**src/hdl/rmsn_pkg.sv**
```systemverilog
`default_nettype none
// ---------------------------------------------------------------------------
// rmsn_pkg
// Shared types, constants and helpers for the rms normalization block.
// ---------------------------------------------------------------------------
package rmsn_pkg;

  localparam int MAX_DIM      = 64;
  localparam int DIV_STEPS    = 53;  // quotient bits of the shared divider
  localparam int SQRT_STEPS   = 27;  // root bits of the square root unit
  localparam int DIV_W        = 53;
  localparam int DEN_W        = 38;
  localparam int ROOT_W       = 27;

  localparam logic [0:0] REG_ROW_LENGTH = 1'b0;
  localparam logic [0:0] REG_EPSILON    = 1'b1;

  typedef enum logic [3:0] {
    ST_COLLECT,
    ST_CLOSE,
    ST_DIV_MEAN,
    ST_DIV_RECIP,
    ST_SQRT,
    ST_READ,
    ST_MUL_X,
    ST_MUL_G,
    ST_LOAD
  } state_t;

  typedef struct packed {
    logic accept;
    logic mean_init;
    logic div_step;
    logic recip_init;
    logic sqrt_step;
    logic emit_init;
    logic read_elem;
    logic mul_x;
    logic mul_g;
    logic load_out;
  } cmd_t;

  typedef struct packed {
    logic closing;
    logic iter_done;
    logic last_elem;
    logic out_free;
  } status_t;

  function automatic logic signed [15:0] sat16(input logic signed [41:0] v);
    logic signed [15:0] r;
    if (v > 42'sd32767) begin
      r = 16'sh7fff;
    end else if (v < -42'sd32768) begin
      r = 16'sh8000;
    end else begin
      r = v[15:0];
    end
    return r;
  endfunction

endpackage
`default_nettype wire

```
**src/hdl/rmsn_ctrl.sv**
```systemverilog
`default_nettype none
// ---------------------------------------------------------------------------
// rmsn_ctrl
// Sequencer: collects a row, runs mean, reciprocal and root, then emits.
// ---------------------------------------------------------------------------
module rmsn_ctrl import rmsn_pkg::*; (
  input  wire logic    clk,
  input  wire logic    rst,
  input  wire logic    in_valid,
  output logic         in_stall,
  input  wire status_t status,
  output cmd_t         cmd
);

  state_t state, state_next;

  always_ff @(posedge clk) begin
    if (rst) begin
      state <= ST_COLLECT;
    end else begin
      state <= state_next;
    end
  end

  always_comb begin
    state_next = state;
    unique case (state)
      ST_COLLECT: begin
        if (in_valid && status.closing) state_next = ST_CLOSE;
      end
      ST_CLOSE:     state_next = ST_DIV_MEAN;
      ST_DIV_MEAN: begin
        if (status.iter_done) state_next = ST_DIV_RECIP;
      end
      ST_DIV_RECIP: begin
        if (status.iter_done) state_next = ST_SQRT;
      end
      ST_SQRT: begin
        if (status.iter_done) state_next = ST_READ;
      end
      ST_READ:      state_next = ST_MUL_X;
      ST_MUL_X:     state_next = ST_MUL_G;
      ST_MUL_G:     state_next = ST_LOAD;
      ST_LOAD: begin
        if (status.out_free) state_next = status.last_elem ? ST_COLLECT : ST_READ;
      end
      default:      state_next = ST_COLLECT;
    endcase
  end

  always_comb begin
    cmd      = '0;
    in_stall = 1'b1;
    unique case (state)
      ST_COLLECT: begin
        in_stall   = 1'b0;
        cmd.accept = in_valid;
      end
      ST_CLOSE:     cmd.mean_init = 1'b1;
      ST_DIV_MEAN: begin
        cmd.recip_init = status.iter_done;
        cmd.div_step   = !status.iter_done;
      end
      ST_DIV_RECIP: begin
        cmd.div_step  = !status.iter_done;
        // starting the root unit also loads its counter
        cmd.sqrt_step = 1'b0;
      end
      ST_SQRT: begin
        cmd.emit_init = status.iter_done;
        cmd.sqrt_step = !status.iter_done;
      end
      ST_READ:      cmd.read_elem = 1'b1;
      ST_MUL_X:     cmd.mul_x     = 1'b1;
      ST_MUL_G:     cmd.mul_g     = 1'b1;
      ST_LOAD:      cmd.load_out  = status.out_free;
      default:      cmd = '0;
    endcase
  end

endmodule
`default_nettype wire

```
**config.mk**
```make
export PLATFORM = sky130hd
export DESIGN_NAME = rmsn_ctrl
export DESIGN_NICKNAME = d
export VERILOG_FILES = /design/src/hdl/rmsn_pkg.sv /design/src/hdl/rmsn_ctrl.sv
export SDC_FILE = /design/constraint.sdc
export NUM_CORES = 1
export LEC_CHECK = 0
export BUFFER_PORTS_ARGS = -buffer_cell sky130_fd_sc_hd__buf_2
export CORE_AREA = 2 2 39 41
export DETAILED_ROUTE_END_ITERATION = 10
export DIE_AREA = 0 0 41 43
export GPL_TIMING_DRIVEN = 0
export PLACE_DENSITY_LB_ADDON = 0.1
export SLEW_MARGIN = 5
export SYNTH_ARGS = -nofsm -noshare
export SYNTH_HDL_FRONTEND = slang
export SYNTH_SLANG_ARGS = --single-unit
```
**constraint.sdc**
```tcl
create_clock -name clk -period 3.4 [get_ports clk]
set_clock_uncertainty 0.05 [all_clocks]
set_input_delay 0.51 -clock clk [delete_from_list [all_inputs] [get_ports clk]]
set_output_delay 0.51 -clock clk [all_outputs]
set_load 0.1 [all_outputs]
```
==> results.ini <==
[status]
status = finished clean

[global_route]
grt_pass1_vias = 378
grt_pass1_wl_mm = 1.47
grtUsageMet2_pct = 15.3
antenna_found_initial = 0
met3_usage_pct = 0
use_met1_pct = 18.2
grt_usage_pct = 12.1
grt_max_degree = 11
top_usage_layer = met1
grt-ovfl-total = 0

[clock_network]
clkTransAtPathRegs_ps = 40
clock_latency_ps = 240
clk_path_buf_depth = 2
htreeDepth = 1
cts_resized = 0
cts_made_buffers = 3
hold_buffers = 0
cts_sinks = 4
cts_tree = yes
cts_root_buf = clkbuf_4
post_cts_buffers = 0

[route]
ant_nets = 0
drtPass1Iterations = 4
wl_um = 910
drc_errors = 0
wl_per_cell_um = 10.8
vias_per_cell = 4.79
drt_iter0_drc = 7
num_vias = 402

[die]
core_area_sq_mm = 0.00138
die_area_sq_mm = 0.00176
die_w_um = 41
ios = 18
die_h_um = 43
fp-row-count = 14
start_util_pct = 26.3

[synthesis]
syn_inst = 48
synth_nets = 55
synth.area.mux_share_pct = 2.75
yosysTopAreaCell = dfxtp_1
synth_seq_area_share_pct = 22.0
synthAdderAreaFrac_pct = 0
synth.avg_cell_area_sq_um = 7.59
synthTopCellsByArea = dfxtp_1, nor4b_2, and3_1
synth_top_family_by_area = simple AND/OR/NAND/NOR gates
ys_warn_count = 0
yosys.area_share.simple_pct = 50.5
synth_xor_area_share_pct = 0
synth_top_area_share_pct = 22.0
synth_cell_types = 24
syn-cell-area_sq_um = 364
synth-compound-area-share_pct = 14.1
ys_ff_latch = 4

[setup_path]
slowest_stage = buf_2
critical_path_class = flip-flop to output pin
crit_required_ps = 2840
cpPeakStageDelay_ps = 410
reg2reg_depth = 4
critical_path_arrival_ps = 1630
cp_max_fo = 10
crit_path_end_kind = output pin
start_kind = flip-flop
path_cells = buf_2 > nor4b_2 > and2_1 > buf_2
crit_top_cell = buf_2

[timing]
setup_viol = 0
rsz0062_at_grt = false
finalHoldViolCount = 0
final.setup.tns_ps = 0
period_share_pct = 64.3
slew_viol_final = 0
finalWorstPathRequiredPeriod_ps = 2190
relSlewSlack_pct = 67.8
worstMarginPinSlew_ps = 486
max_freq_ghz = 0.457

[placement]
dp.final_hpwl_um = 701
dp_cells = 81
place_congestion = 0.670
io_buffers = 17

[cells_and_area]
n_antenna_cell = 0
fin_util_pct = 35.5
final_nets = 77
stdcell_count = 84
top_register = state
layout-drive-gt1-share_pct = 44.1
multiInputGateArea_sq_um = 245
syn2layout_area_growth_pct = 35.1
fill_cells = 156
seqCellArea_sq_um = 80.1
top_regs = state x4
largest_reg_flops = 4

[pwr]
finalPower_w = 0.000281
peakVddDrop_uv = 238
cellPowerDensity_mw_per_mm2 = 572
leakagePower_nw = 0.249

[flow_run]
drv_cap = 0

[hold_path]
hold_class = input port to flip-flop
holdPathStages = 2

==> synth_stat cells, drive strengths merged <==
master,number
o21ai,2
o211ai,1
inv,1
dfxtp,4
nand2,5
nor2b,1
or2b,1
nor3,5
or3,1
nor2,6
nand2b,2
mux2i,1
buf,4
a32oi,1
a21oi,3
nor4b,2
and3,4
nor4,1
and2b,1
o22ai,1
and2,1
==> layer usage <==
| metal | up-vias | part of all wire [%] |
|---|---|---|
| li1 | 213 | - |
| met5 | - | 0 |
| met4 | 0 | 1.5 |
| met3 | 2 | 5.2 |
| met2 | 17 | 43 |
| met1 | 170 | 50 |
==> through the flow <==
stage / worst slack (ps) / hold WS (ps) / area (sq um)
after floorplan: 175 / 528 / 364
after global placement: 1440 / 591 / 469
after detailed placement: 1450 / 585 / 469
after CTS: 1190 / 415 / 492
after global routing: 1110 / 423 / 492
final: 1210 / 419 / 492
==> layout make-up <==
| type | instances | share of cell area [%] |
|---|---|---|
| multi-input combinational | 39 | 49.9 |
| timing repair buffer | 17 | 17.3 |
| sequential | 4 | 16.3 |
| buffer | 4 | 7.12 |
| clock buffer | 3 | 4.58 |
| tap | 16 | 4.07 |
| inverter | 1 | 0.763 |
==> where the power goes <==
part,internal [W],switching (W)
Combinational,0.0000372,0.000131
Sequential,0.0000525,0.00000268
Clock,0.0000394,0.0000187
==> layout by cell type (no fill, tap or decap), drive strengths merged <==
cell type  count
buf           21
nor2           6
nand2          5
nor3           5
and3           4
dfxtp          4
a21oi          3
clkbuf         3
nand2b         2
nor4b          2
o21ai          2
or2b           1
nor4           1
and2           1
and2b          1
nor2b          1
mux2i          1
o22ai          1
inv            1
a32oi          1
o211ai         1
or3            1
==> worst max-delay path, delay by kind of cell, from the launching register on <==
family | cells | cell delay (ps)
buffers and inverters | 2 | 620
DFF | 1 | 290
and+or+nand+nor | 2 | 480
==> worst paths after layout <==
path / startpoint / end / slack [ps]
hold reg to reg: state[3]$_SDFFE_PP0P_ / state[1]$_SDFFE_PP0P_ / 590
setup / recovery: state[3]$_SDFFE_PP0P_ / cmd[0] / 1210
setup reg to reg: state[3]$_SDFFE_PP0P_ / state[2]$_SDFFE_PP0P_ / 2110
hold / removal: rst / state[1]$_SDFFE_PP0P_ / 420
==> logic make-up after synthesis <==
| logic type | count (synthesis) |
|---|---|
| AO/OA/AOI/OAI | 8 |
| buffers and inverters | 5 |
| flip-flops | 4 |
| multiplexers | 1 |
| AND/OR/NAND/NOR | 30 |
Note: power is estimated with default switching activity, not from simulation.
