## config.mk

```make
export PLATFORM = sky130hd
export DESIGN_NAME = rmsn_dpath
export DESIGN_NICKNAME = d
export VERILOG_FILES = /design/src/hdl/rmsn_pkg.sv /design/src/hdl/rmsn_dpath.sv
export SDC_FILE = /design/constraint.sdc
export NUM_CORES = 2
export LEC_CHECK = 0
export BUFFER_PORTS_ARGS = -buffer_cell sky130_fd_sc_hd__buf_2
export CAP_MARGIN = 20
export CORE_MARGIN = 2
export CORE_UTILIZATION = 40
export DETAILED_ROUTE_END_ITERATION = 6
export PLACE_DENSITY = 0.52
export SYNTH_ARGS = -nofsm -noshare
export SYNTH_HDL_FRONTEND = slang
export SYNTH_SLANG_ARGS = --single-unit
```

## constraint.sdc

```tcl
create_clock -name clk -period 19.2 [get_ports clk]
set_input_delay 0.96 -clock clk [delete_from_list [all_inputs] [get_ports clk]]
set_output_delay 0.96 -clock clk [all_outputs]
set_load 0.01 [all_outputs]
```

## src/hdl/rmsn_pkg.sv

```systemverilog
`default_nettype none
// ---------------------------------------------------------------------------
// rmsn_pkg
// Shared types, constants and helpers for the rms normalization block.
// ---------------------------------------------------------------------------
package rmsn_pkg;

  localparam int MAX_DIM      = 64;
  localparam int DIV_STEPS    = 53;  // quotient bits of the shared divider
  localparam int SQRT_STEPS   = 27;  // root bits of the square root unit
  localparam int DIV_W        = 53;
  localparam int DEN_W        = 38;
  localparam int ROOT_W       = 27;

  localparam logic [0:0] REG_ROW_LENGTH = 1'b0;
  localparam logic [0:0] REG_EPSILON    = 1'b1;

  typedef enum logic [3:0] {
    ST_COLLECT,
    ST_CLOSE,
    ST_DIV_MEAN,
    ST_DIV_RECIP,
    ST_SQRT,
    ST_READ,
    ST_MUL_X,
    ST_MUL_G,
    ST_LOAD
  } state_t;

  typedef struct packed {
    logic accept;
    logic mean_init;
    logic div_step;
    logic recip_init;
    logic sqrt_step;
    logic emit_init;
    logic read_elem;
    logic mul_x;
    logic mul_g;
    logic load_out;
  } cmd_t;

  typedef struct packed {
    logic closing;
    logic iter_done;
    logic last_elem;
    logic out_free;
  } status_t;

  function automatic logic signed [15:0] sat16(input logic signed [41:0] v);
    logic signed [15:0] r;
    if (v > 42'sd32767) begin
      r = 16'sh7fff;
    end else if (v < -42'sd32768) begin
      r = 16'sh8000;
    end else begin
      r = v[15:0];
    end
    return r;
  endfunction

endpackage
`default_nettype wire

```

## src/hdl/rmsn_dpath.sv

```systemverilog
`default_nettype none
// ---------------------------------------------------------------------------
// rmsn_dpath
// Row buffer, square sum, shared divider, root unit, multipliers, output word.
// ---------------------------------------------------------------------------
module rmsn_dpath import rmsn_pkg::*; (
  input  wire logic               clk,
  input  wire logic               rst,
  input  wire cmd_t               cmd,
  output status_t                 status,
  input  wire logic        [6:0]  row_length,
  input  wire logic        [23:0] epsilon,
  input  wire logic signed [15:0] sample,
  input  wire logic signed [15:0] gain_value,
  output logic                    out_valid,
  input  wire logic               out_stall,
  output logic signed      [15:0] normalized,
  output logic signed      [15:0] scaled,
  output logic             [23:0] inverse_rms,
  output logic             [5:0]  position,
  output logic                    row_done
);

  logic [31:0] row_mem [MAX_DIM];
  logic [31:0] rd_data;

  logic [6:0]  count;
  logic [36:0] square_sum;
  logic [6:0]  eff_len;
  logic [6:0]  count_inc;

  logic [DIV_W-1:0]  quo;
  logic [DEN_W-1:0]  rem;
  logic [DEN_W-1:0]  dvsr;
  logic [DEN_W:0]    rem_shift;
  logic [DEN_W-1:0]  mean_eps;
  logic [5:0]        iter_cnt;

  logic [DIV_W:0]    sq_q;
  logic [29:0]       sq_rem;
  logic [ROOT_W-1:0] sq_root;
  logic [29:0]       sq_try;
  logic [29:0]       sq_trial;

  // root unit starts right after the reciprocal quotient is complete
  logic sq_load_pending;
  logic div_recip_run;

  logic [23:0]        inv;
  logic [5:0]         pos;
  logic signed [40:0] prod_x;
  logic signed [15:0] nv_comb;
  logic signed [15:0] nv;
  logic signed [31:0] prod_g;
  logic signed [15:0] sv_comb;
  logic signed [31:0] square;

  assign eff_len = (row_length == 7'd0) ? 7'd1 :
                   (row_length > 7'(MAX_DIM)) ? 7'(MAX_DIM) : row_length;
  assign count_inc = count + 7'd1;
  assign square    = sample * sample;

  assign status.closing   = (count_inc >= eff_len);
  assign status.iter_done = (iter_cnt == 6'd0);
  assign status.last_elem = ({1'b0, pos} + 7'd1 == count);
  assign status.out_free  = !out_valid || !out_stall;

  // row buffer
  always_ff @(posedge clk) begin
    if (cmd.accept) begin
      row_mem[count[5:0]] <= {sample, gain_value};
    end
    if (cmd.read_elem) begin
      rd_data <= row_mem[pos];
    end
  end

  always_ff @(posedge clk) begin
    if (rst) begin
      count      <= '0;
      square_sum <= '0;
    end else if (cmd.accept) begin
      count      <= count_inc;
      square_sum <= square_sum + {5'd0, square[31:0]};
    end else if (cmd.load_out && status.last_elem) begin
      count      <= '0;
      square_sum <= '0;
    end
  end

  // restoring divider, one quotient bit per cycle; a zero divisor gives all
  // ones, whose root then saturates inverse_rms as required
  assign rem_shift = {rem, quo[DIV_W-1]};
  assign mean_eps  = {1'b0, quo[36:0]} + {14'd0, epsilon};

  always_ff @(posedge clk) begin
    if (rst) begin
      iter_cnt <= '0;
    end else if (cmd.mean_init || cmd.recip_init) begin
      iter_cnt <= 6'(DIV_STEPS);
    end else if (cmd.div_step || cmd.sqrt_step) begin
      iter_cnt <= iter_cnt - 6'd1;
    end else if (!cmd.emit_init && iter_cnt == 6'd0 && sq_load_pending) begin
      iter_cnt <= 6'(SQRT_STEPS);
    end
  end

  always_ff @(posedge clk) begin
    if (rst) begin
      div_recip_run <= 1'b0;
    end else if (cmd.recip_init) begin
      div_recip_run <= 1'b1;
    end else if (div_recip_run && iter_cnt == 6'd0) begin
      div_recip_run <= 1'b0;
    end
  end
  assign sq_load_pending = div_recip_run;

  always_ff @(posedge clk) begin
    if (cmd.mean_init) begin
      quo  <= {16'd0, square_sum};
      rem  <= '0;
      dvsr <= {31'd0, count};
    end else if (cmd.recip_init) begin
      quo  <= {1'b1, {(DIV_W-1){1'b0}}};
      rem  <= '0;
      dvsr <= mean_eps;
    end else if (cmd.div_step) begin
      if (rem_shift >= {1'b0, dvsr}) begin
        rem <= DEN_W'(rem_shift - {1'b0, dvsr});
        quo <= {quo[DIV_W-2:0], 1'b1};
      end else begin
        rem <= rem_shift[DEN_W-1:0];
        quo <= {quo[DIV_W-2:0], 1'b0};
      end
    end
  end

  // digit-by-digit square root, two radicand bits per cycle
  assign sq_try   = {sq_rem[27:0], sq_q[DIV_W:DIV_W-1]};
  assign sq_trial = {1'b0, sq_root, 2'b01};

  always_ff @(posedge clk) begin
    if (div_recip_run && iter_cnt == 6'd0) begin
      sq_q    <= {1'b0, quo};
      sq_rem  <= '0;
      sq_root <= '0;
    end else if (cmd.sqrt_step) begin
      sq_q <= {sq_q[DIV_W-2:0], 2'b00};
      if (sq_try >= sq_trial) begin
        sq_rem  <= sq_try - sq_trial;
        sq_root <= {sq_root[ROOT_W-2:0], 1'b1};
      end else begin
        sq_rem  <= sq_try;
        sq_root <= {sq_root[ROOT_W-2:0], 1'b0};
      end
    end
  end

  // emission
  assign nv_comb = sat16(42'((prod_x + 41'sd8192) >>> 14));
  assign sv_comb = sat16(42'((33'(prod_g) + 33'sd2048) >>> 12));

  always_ff @(posedge clk) begin
    if (cmd.emit_init) begin
      inv <= (sq_root > ROOT_W'(24'hffffff)) ? 24'hffffff : sq_root[23:0];
    end
    if (cmd.emit_init) begin
      pos <= '0;
    end else if (cmd.load_out) begin
      pos <= pos + 6'd1;
    end
    if (cmd.mul_x) begin
      prod_x <= $signed(rd_data[31:16]) * $signed({1'b0, inv});
    end
    if (cmd.mul_g) begin
      nv     <= nv_comb;
      prod_g <= $signed(rd_data[15:0]) * nv_comb;
    end
  end

  always_ff @(posedge clk) begin
    if (rst) begin
      out_valid <= 1'b0;
    end else if (cmd.load_out) begin
      out_valid <= 1'b1;
    end else if (!out_stall) begin
      out_valid <= 1'b0;
    end
  end

  always_ff @(posedge clk) begin
    if (cmd.load_out) begin
      normalized  <= nv;
      scaled      <= sv_comb;
      inverse_rms <= inv;
      position    <= pos;
      row_done    <= status.last_elem;
    end
  end

  a_count_bound: assert property (@(posedge clk) disable iff (rst)
    count <= 7'(MAX_DIM))
    else $error("row count beyond buffer depth");

  a_hold_word: assert property (@(posedge clk) disable iff (rst)
    out_valid && out_stall |=> out_valid && $stable(normalized) && $stable(position))
    else $error("stalled word changed");

  a_load_valid: assert property (@(posedge clk) disable iff (rst)
    cmd.load_out |=> out_valid)
    else $error("loaded word not presented");

  a_row_clear: assert property (@(posedge clk) disable iff (rst)
    cmd.load_out && status.last_elem |=> count == 7'd0)
    else $error("row state not cleared after last word");

endmodule
`default_nettype wire
```

==> results by group <==
Layout
  – Share of cells above drive strength 1: 16.3%
  – Nets: between 10000 and 15000
  – Area grow syn2layout: 12.3%
  – Area of the multi-input gates: 53800 sq um
  – Register area: 73900 sq um
  – Filler instances: 28900

Timing
  – Fin crit period: around 9600 ps
  – Final-report hold violation count: 0
  – Worst Tran Pin Value: approximately 1200 ps
  – Final Max Slew Viols: 0
  – Rel. slew slack: 21.7%
  – Final period utilization: 49.7%
  – Clock skew: between 80 and 90 ps
  – # setup viols final: 0
  – Unrepaired setup endpoints after global routing: false
  – Peak Freq: 0.105 GHz
  – Final setup TNS: 0 ps

Drt
  – Drt wl/cell: 26.1 um
  – Vias per std cell: around 5.4
  – Initial DRC Count: 5965
  – Post-route ant nets: 0
  – First-pass iteration count of the detailed router: 5
  – DRC: 0
  – WL final: 357000 um
  – Via Count: about 74000

Logic synthesis
  – Most common cell in the netlist: edfxtp_1
  – Adder-cell area share of the yosys netlist: 16.3%
  – Register area share after synthesis: 55.7%
  – Cell taking the most area after synthesis: edfxtp_1
  – Mapped cell area: 133000 sq um
  – Distinct cells, synth: 82
  – #FFs+latches synth: 2528
  – Largest family of logic cells by synthesized area: adder cells
  – Yosys Warn Count: 0
  – Ranking of synthesized cells by area: edfxtp_1, fa_1, mux4_2, ha_1, inv_1
  – Top cell type's share of synthesized area: 52.7%
  – Post-synthesis compound-gate area fraction: 3.87%
  – Syn nets: 10200
  – Post-synthesis simple-gate area fraction: 6.35%
  – Syn_area_per_cell: 15.0 sq um
  – Post-synth EDFFs: about 2300
  – Post-synthesis xor/xnor area fraction: 1.64%
  – Post-synth top flop: edfxtp_1
  – Syn Inst Count: 8857
  – Post-synthesis mux area share: 12.0%
  – Commonest cells in the netlist: edfxtp_1, inv_1, fa_1
  – Ys async rst share: 0%

Run status
  – Status: complete, no violations

GRT
  – GR Overflow Total: 0
  – Vias in the first global route: a little under 80000
  – Met1 Usage GRT: 30.0%
  – Grt met2 use: about a third
  – First-pass GRT wire length: ~530000 um
  – Antenna violations before repair: 37
  – GRT Max-Usage Layer: met2
  – Largest net degree at the start of global routing: approximately 120
  – Global routing usage on met3: 2.40%
  – GRT Total Usage: 21.1%

Job
  – Maxcap violations: 0

Worst setup path
  – Largest delay share family, worst path: adder cells
  – CP peak stage delay: just under 700 ps
  – CP Launch Point: prod_x[16]
  – Buffers plus inverters on the worst setup path: 4
  – Critical path peak fanout: 17
  – CP Launch Type: register
  – Setup CP Type: reg2reg
  – Crit. path cell count: 30
  – Slowest-stage cell, CP: or4_1
  – Crit path capture: prod_g[28]
  – FF-to-FF setup slack: 9650 ps
  – Worst EP required: 19870 ps
  – Worst R2R Start: prod_x[16]
  – CP endpoint kind: register
  – Reg2reg end: prod_g[28]
  – CP dominant cell by count: fa_1
  – Worst EP arrival: approximately 10000 ps
  – Reg2Reg Depth: 30

CTS
  – Clock Sinks: between 2000 and 3000
  – Max Root-Sink Buffers: 4
  – Worst skew pair latency: roughly 920 ps
  – H-tree depth: 5
  – Total CTS buffers: approximately 290
  – Root Driver: clkbuf_16
  – Post_cts resized: 0
  – Postcts setup bufs: 0
  – CTS tree: done
  – Reg clk slew, reported paths: roughly 60 ps
  – Hold Buf Count CTS: 0

Floorplan
  – DIE AREA: 336000 sq um
  – Vert. Die Dim: approximately 580 um
  – Io pins: around 140
  – Number of cell rows: 211
  – Core area: 330000 sq um
  – Starting Density: 40.2%
  – Die Wd: 580 um

Place
  – HPWL after DPL: ~220000 um
  – Port-buffer cells: 143
  – Routability cong.: 0.835

Min path
  – Hold WC Path Type: in2reg
placed cells by master, fill, tap and decap left out, drive strengths merged, types with 100 or more instances in the layout:
cell type / count
buf: 343
edfxtp: 2329
xor2: 100
o21ai: 189
clkbuf: 348
and2: 278
mux4: 665
clkinv: 124
fa: 808
dfxtp: 199
inv: 1097
a21oi: 244
xnor2: 148
nor2: 378
nand2: 748
ha: 435
worst register-to-register path, delay by kind of cell (launching register included):
family,cells,cell delay [ps]
buf+inv,4,450
compound gates,11,2800
xor+xnor,1,70
flops,1,450
fa+ha+maj,7,3360
simple gates,7,2210
cells by family (layout without fill, tap and decap cells):
| group | count (synthesis) | after routing |
|---|---|---|
| buffers and inverters | 1464 | 1942 |
| multiplexers | 762 | 762 |
| AND/OR/NAND/NOR | 1807 | 1807 |
| other | 0 | 6 |
| AO/OA/AOI/OAI | 805 | 805 |
| adder cells (fa/ha/maj) | 1243 | 1243 |
| flip-flops | 2528 | 2528 |
| XOR/XNOR | 248 | 248 |
metrics by stage:
stage / hold slack [ps] / instance area [sq um] / utilization (%) / worst slack, ps / std cells
finish: 353 / 149000 / 45.1 / 9650 / 13700
global route: 331 / 149000 / 45.1 / 9150 / 13700
CTS: 300 / 149000 / 45.0 / 9650 / 13700
detailed placement: 405 / 139000 / 42.2 / 9090 / 13200
global placement: 402 / 139000 / 42.2 / 9140 / 13200
floorplan: 400 / 133000 / - / 10490 / 8857
flip-flops by register name, indices dropped and copies added (netlist names), 27 cells and up:
signal and cells:
quo 53, sq_rem 28, sq_root 27, rem 38, sq_q 54, square_sum 37
prod_x 28, rd_data 32, dvsr 38, row_mem 2048
worst min path at each step:
stage | end | start | slack [ps] | cells after the start
2_1_floorplan | normalized[0] | nv[0] | 400 | 0
3_3_place_gp | normalized[14] | nv[14] | 400 | 0
3_5_place_dp | normalized[9] | nv[9] | 410 | 0
4_1_cts | out_valid | out_stall | 300 | 3
5_1_grt | row_mem[48][9] | gain_value[9] | 330 | 1
6_report | row_mem[48][9] | gain_value[9] | 350 | 1
routing by layer:
| layer | routed length [um] | up-vias |
|---|---|---|
| met1 | 159000 | 39600 |
| met4 | 6630 | 2 |
| met2 | 174000 | 1960 |
| met3 | 17400 | 426 |
| met5 | 11 | - |
| li1 | - | 32400 |
cell type report:
class | count | share of cell area, %
Sequential cell | 2528 | 49.6
Multi-Input combinational cell | 4865 | 36.1
Clock buffer | 348 | 5.01
Tap cell | 4366 | 3.67
Inverter | 1084 | 2.73
Timing Repair Buffer | 343 | 1.65
Clock inverter | 167 | 1.19
Antenna cell | 6 | 0.0101
Power is not shown: default switching activity piles up to over one toggle a cycle in this logic, so the estimate is an artifact.
